File: config.mk
export PLATFORM = sky130hd
export DESIGN_NAME = pcc_grp_check
export DESIGN_NICKNAME = d
export VERILOG_FILES = /design/src/hdl/assert_macros.svh /design/src/hdl/pcc_pkg.sv /design/src/hdl/pcc_grp_check.sv
export SDC_FILE = /design/constraint.sdc
export NUM_CORES = 1
export LEC_CHECK = 0
export BUFFER_PORTS_ARGS = -buffer_cell sky130_fd_sc_hd__buf_2
export CORE_ASPECT_RATIO = 0.8
export CORE_MARGIN = 2
export CORE_UTILIZATION = 36
export DETAILED_ROUTE_END_ITERATION = 10
export PLACE_DENSITY_LB_ADDON = 0.08
export SYNTH_ARGS = -nofsm -noshare
export SYNTH_HDL_FRONTEND = slang
export SYNTH_SLANG_ARGS = --single-unit
File: constraint.sdc
create_clock -name vclk -period 12.8
set_input_delay 3.2 -clock vclk [all_inputs]
set_output_delay 3.2 -clock vclk [all_outputs]
set_load 0.1 [all_outputs]
File: src/hdl/assert_macros.svh
// Assertion macros shared by the palette color cycler RTL.
// Under SYNTHESIS every macro expands to nothing.
`ifndef ASSERT_MACROS_SVH
`define ASSERT_MACROS_SVH
`ifndef SYNTHESIS
`define PCC_ASSERT(label, clk, rst, expr) \
   label: assert property (@(posedge clk) disable iff (rst) (expr)) \
      else $error("assertion failed");
`define PCC_ASSERT_IMPLY(label, clk, rst, ante, cons) \
   label: assert property (@(posedge clk) disable iff (rst) (ante) |-> (cons)) \
      else $error("assertion failed");
`define PCC_ASSERT_NEXT(label, clk, rst, ante, cons) \
   label: assert property (@(posedge clk) disable iff (rst) (ante) |=> (cons)) \
      else $error("assertion failed");
`else
`define PCC_ASSERT(label, clk, rst, expr)
`define PCC_ASSERT_IMPLY(label, clk, rst, ante, cons)
`define PCC_ASSERT_NEXT(label, clk, rst, ante, cons)
`endif
`endif

File: src/hdl/pcc_pkg.sv
// Package for the palette color cycler: command codes, payload layouts and
// the group check result type. No dependencies.
package pcc_pkg;

   localparam logic [1:0] CMD_WR_PAL = 2'd0;
   localparam logic [1:0] CMD_RD_PAL = 2'd1;
   localparam logic [1:0] CMD_WR_GRP = 2'd2;
   localparam logic [1:0] CMD_TICK   = 2'd3;

   localparam int REQ_DATA_W = 88;
   localparam int RSP_DATA_W = 16;

   typedef struct packed {
      logic [2:0]  pad;
      logic [15:0] phase_word;
      logic [15:0] last_offset;
      logic [15:0] first_offset;
      logic [15:0] run_count;
      logic [2:0]  group_index;
      logic [7:0]  palette_value;
      logic [9:0]  palette_index;
   } req_data_type;

   typedef struct packed {
      logic [5:0] pad;
      logic       changed;
      logic       status;
      logic [7:0] read_value;
   } rsp_data_type;

   typedef struct packed {
      logic enable;
      logic malformed;
   } grp_chk_type;

endpackage

File: src/hdl/pcc_grp_check.sv
// Validity check for a color cycling group write.
// Depends on pcc_pkg for the check result type.
module pcc_grp_check #(
   parameter int PALETTE_BYTES = 768
) (
   input  logic [15:0]         run_count,
   input  logic [15:0]         first_offset,
   input  logic [15:0]         last_offset,
   output pcc_pkg::grp_chk_type chk
);

   // A value is a multiple of three when its base-4 digit sum is.
   function automatic logic mult3(input logic [15:0] v);
      logic [4:0] s1;
      logic [2:0] s2;
      logic [2:0] s3;
      s1 = '0;
      for (int i = 0; i < 8; i++) begin
         s1 = s1 + 5'(v[2*i +: 2]);
      end
      s2 = 3'(s1[1:0]) + 3'(s1[3:2]) + 3'(s1[4]);
      s3 = 3'(s2[1:0]) + 3'(s2[2]);
      return (s3 == 3'd0) || (s3 == 3'd3);
   endfunction

   logic [18:0] span_end;
   logic        range_ok;
   logic        span_ok;

   assign span_end = 19'(first_offset) + 19'({run_count, 1'b0}) + 19'(run_count);
   assign span_ok  = (span_end == 19'(last_offset));
   assign range_ok = (32'(last_offset) + 32'd3) <= 32'(PALETTE_BYTES);

   assign chk.enable    = (run_count != 16'd0);
   assign chk.malformed = chk.enable &&
                          !(mult3(first_offset) && mult3(last_offset) && range_ok && span_ok);

endmodule

== Word level (Yosys, flattened, before mapping) ==
Cells that the tools add are included.

* Output and inout port bits: 2
* Bits of input ports: 48
* Register bits: 0
* Logic and storage cells: 37

* Eq/ne operators: 3
* Reductions and logical operators: 10
* Magnitude comparators: 1
* $add $sub $neg: 23

{| class="wikitable"
|+ Operators with widths
! kind !! number
|-
| adder 5 x 2 -> 5 bit || 8
|-
| adder 18 x 16 -> 19 bit || 1
|-
| == test 19 x 16 -> 1 bit || 1
|-
| adder 16 x 17 -> 18 bit || 1
|-
| adder 16 x 2 -> 17 bit, second input constant || 1
|-
| <= comparator 17 x 10 -> 1 bit, second input constant || 1
|-
| nonzero test 16 bit || 1
|-
| adder 2 x 2 -> 3 bit || 4
|-
| adder 4 x 2 -> 5 bit || 2
|-
| adder 3 x 2 -> 4 bit || 2
|-
| adder 2 x 1 -> 3 bit || 2
|-
| adder 3 x 1 -> 3 bit || 2
|-
| == test 3 x 2 -> 1 bit, second input constant || 2
|-
| zero test 3 bit || 2
|-
| logical AND 1 bit || 4
|-
| logical OR 1 bit || 2
|-
| zero test 1 bit || 1
|}

== Logic depth before layout (Yosys ltp) ==
* Depth in word-level cells: 17
* Mapped depth: 21
* Gate-level depth less buffers: 21

== Worst setup path after synthesis ==
OpenSTA, ideal clock, no wires.

* Path type: input to output
* From: input first_offset[1]
* To: output chk[0] in the netlist's numbering
* Stages on the path: 20
* Buffers on the path: 0
* Setup slack: 0.465 ns
* Arrival time: 9.135 ns
* Cell sequence: inv_1 fa_1 fa_1 fa_1 inv_1 fa_1 ha_1 fa_1 inv_1 fa_1 inv_1 fa_1 ha_1 xnor2_1 nand4_1 a2111oi_0 o2111ai_1 nor4_1 o311a_1 a21boi_1

{| class="wikitable"
|+ RTL lines
! what !! RTL line !! source
|-
| start, declared || pcc_grp_check.sv:7 || <nowiki>input logic [15:0] first_offset,</nowiki>
|-
| end, declared || pcc_grp_check.sv:9 || <nowiki>output pcc_pkg::grp_chk_type chk</nowiki>
|}

==> qor.csv <==
stage,metric,value,unit
floorplan,core,6790,µm²
drt,vias,2037,
yosys,avgSynthCellArea,9.09,µm²
yosys,ys_seq_area_share,0,%
power_and_ir_drop,peakVddDrop,0.261,mV
worst_hold_path,min_to,chk[0],
floorplan,die_w,97.0,µm
outcome,outcome,"complete, no violations",
power_and_ir_drop,p_sw,231,µW
grt,overflow,0,
floorplan,io_pins,50,
drt,avgRoutedWirePerCell,14.7,µm
drt,viasPerCell,4.98,
finish,mostFrequentLayoutCells,"inv_1, buf_2, fa_1",
sta,slew_headroom,51.0,%
finish,regArea,0,µm²
power_and_ir_drop,p_leak,0.00144,µW
yosys,syn_inst,274,
finish,drive_gt1_share,18.3,%
power_and_ir_drop,intPower,199,µW
yosys,synth_top_area_cell,fa_1,
floorplan,die-area,7600,µm²
floorplan,start_util,36.7,%
grt,grt_max_degree,9,
sta,worst_pin_slew,717,ps
power_and_ir_drop,comb_power_share,100.0,%
worst_hold_path,whs_path_depth,6,
finish,fillers,719,
drt,ant_nets,0,
placed_design,io_buffers,50,
yosys,yosys_warnings,0,
sta,finalCritPeriodShare,96.3,%
sta,drv_slew,0,
drt,drc,0,
placed_design,dpl.hpwl,5.70,mm
drt,routed_wl,6.01,mm
power_and_ir_drop,pwr-share-seq,0,%
yosys,ys_top_cells_by_area,"fa_1, ha_1, inv_1",
sta,clock.fmax,81.1,MHz
finish,seq_cells,0,
sta,rsz0062_at_grt,false,
setup_path,crit_fanout,2,
finish,fin_nets,453,
floorplan,core.rowCount,27,
setup_path,endpoint_kind,primary output,
placed_design,gp_congestion,0.789,
grt,antenna_found_initial,0,
finish,final_util,41.8,%
setup_path,cp.arrival,9130,ps
finish,syn_to_final_growth,14.1,%
yosys,netlist_area,2490,µm²
finish,antenna_cells,0,
power_and_ir_drop,p_per_area,151,nW/µm²
worst_hold_path,hp-class,input pin to primary output,
yosys,ys_types,48,
drt,drt_pass1_iterations,4,
sta,min_period,12330,ps
setup_path,crit_required,9600,ps
sta,tns,0,ps
sta,setup_viol,0,
power_and_ir_drop,clockPowerShare,0,%
floorplan,die_h,78.4,µm
worst_hold_path,hold_path.startpoint,last_offset[10],
clock_tree,postCtsSetupBuffers,0,
clock_tree,holdBufCountCts,0,
setup_path,worstSetupStartpointType,input pin,
flow_run,cap_violations,0,
drt,drt_iter0_drc,86,
finish,final_common_cell,inv_1,
setup_path,worstSetupPathType,input pin to primary output,
sta,finalHoldViolCount,0,
grt,grtUsageTotal,16.8,%
grt,grt_pass1_vias,2105,
clock_tree,cts_resized,0,
finish,nClkBuffers,0,
power_and_ir_drop,p_sw_share,53.7,%
yosys,synth_top_cell_area_share,33.8,%
grt,grt_first_pass_wirelength,10.4,mm
yosys,syn_nets,403,
[metrics by stage]
stage / setup WS, ps / instances / total power, µW / hold slack (ps) / cell area (µm²)
final: 474 / 409 / 430 / 7290 / 2840
after floorplan: 465 / 274 / 329 / 7070 / 2490
after CTS: 413 / 409 / 434 / 7300 / 2840
after detailed placement: 427 / 409 / 430 / 7300 / 2840
after global routing: 116 / 409 / 495 / 7390 / 2840
after global placement: 498 / 409 / 429 / 7290 / 2840
[power by group through the flow]
stage | clock network (µW) | logic [µW] | registers [µW]
after detailed placement | 0 | 430 | 0
after global routing | 0 | 495 | 0
final | 0 | 430 | 0
after global placement | 0 | 429 | 0
after floorplan | 0 | 329 | 0
after CTS | 0 | 434 | 0
[cells by family after synthesis]
logic type / share of synthesized area, %
fa+ha+maj: 53.4
buf+inv: 9.55
compound gates: 16.2
xor+xnor: 8.79
simple gates: 12.1
[worst max-delay path by stage]
stage	startpoint	end	slack, ps
2_1_floorplan	first_offset[1]	chk[0]	460
3_3_place_gp	last_offset[1]	chk[0]	500
6_report	first_offset[1]	chk[0]	470
5_1_grt	first_offset[1]	chk[0]	120
4_1_cts	first_offset[1]	chk[0]	410
3_5_place_dp	first_offset[1]	chk[0]	430
[final cells by class]
class / count / area, µm² / share of cell area [%]
multi-input cells: 211 / 2250 / 79.3
repair buffers: 50 / 250 / 8.81
inverters: 61 / 229 / 8.06
well taps: 87 / 109 / 3.83
[worst max-delay path, cell delays in order]
cell	delay, ps
buf_2	100
inv_1	60
fa_1	500
fa_1	540
fa_1	560
inv_1	60
fa_1	470
ha_1	250
fa_1	490
inv_1	50
fa_1	380
inv_1	70
fa_1	410
ha_1	210
nor4_1	320
nand4_1	110
a2111oi_0	300
o2111ai_1	170
nor4_1	250
o311a_1	230
a21boi_1	70
buf_2	330
[layer usage]
metal  share of wire (%)  up-vias  GRT usage, %
li1                    -     1030             -
met1                  52      973          26.3
met2                  45       34          27.5
met3                 2.9        0         0.534
met4                   0        0             0
met5                   0        -             0
[synthesized netlist by cell type (all sizes together), types with 2 or more instances]
library cell	number
xnor2	16
nor2	7
and3	4
nand4	7
or3b	2
o21ai	6
nor4	4
nor2b	2
o311a	2
nor3	10
a21o	7
nand3	4
nand2	4
a2111oi	3
fa	42
a211oi	5
ha	39
o211ai	3
xor2	9
or3	2
a21oi	9
inv	61
o21a	8
Note: power is estimated with default switching activity, not from simulation.
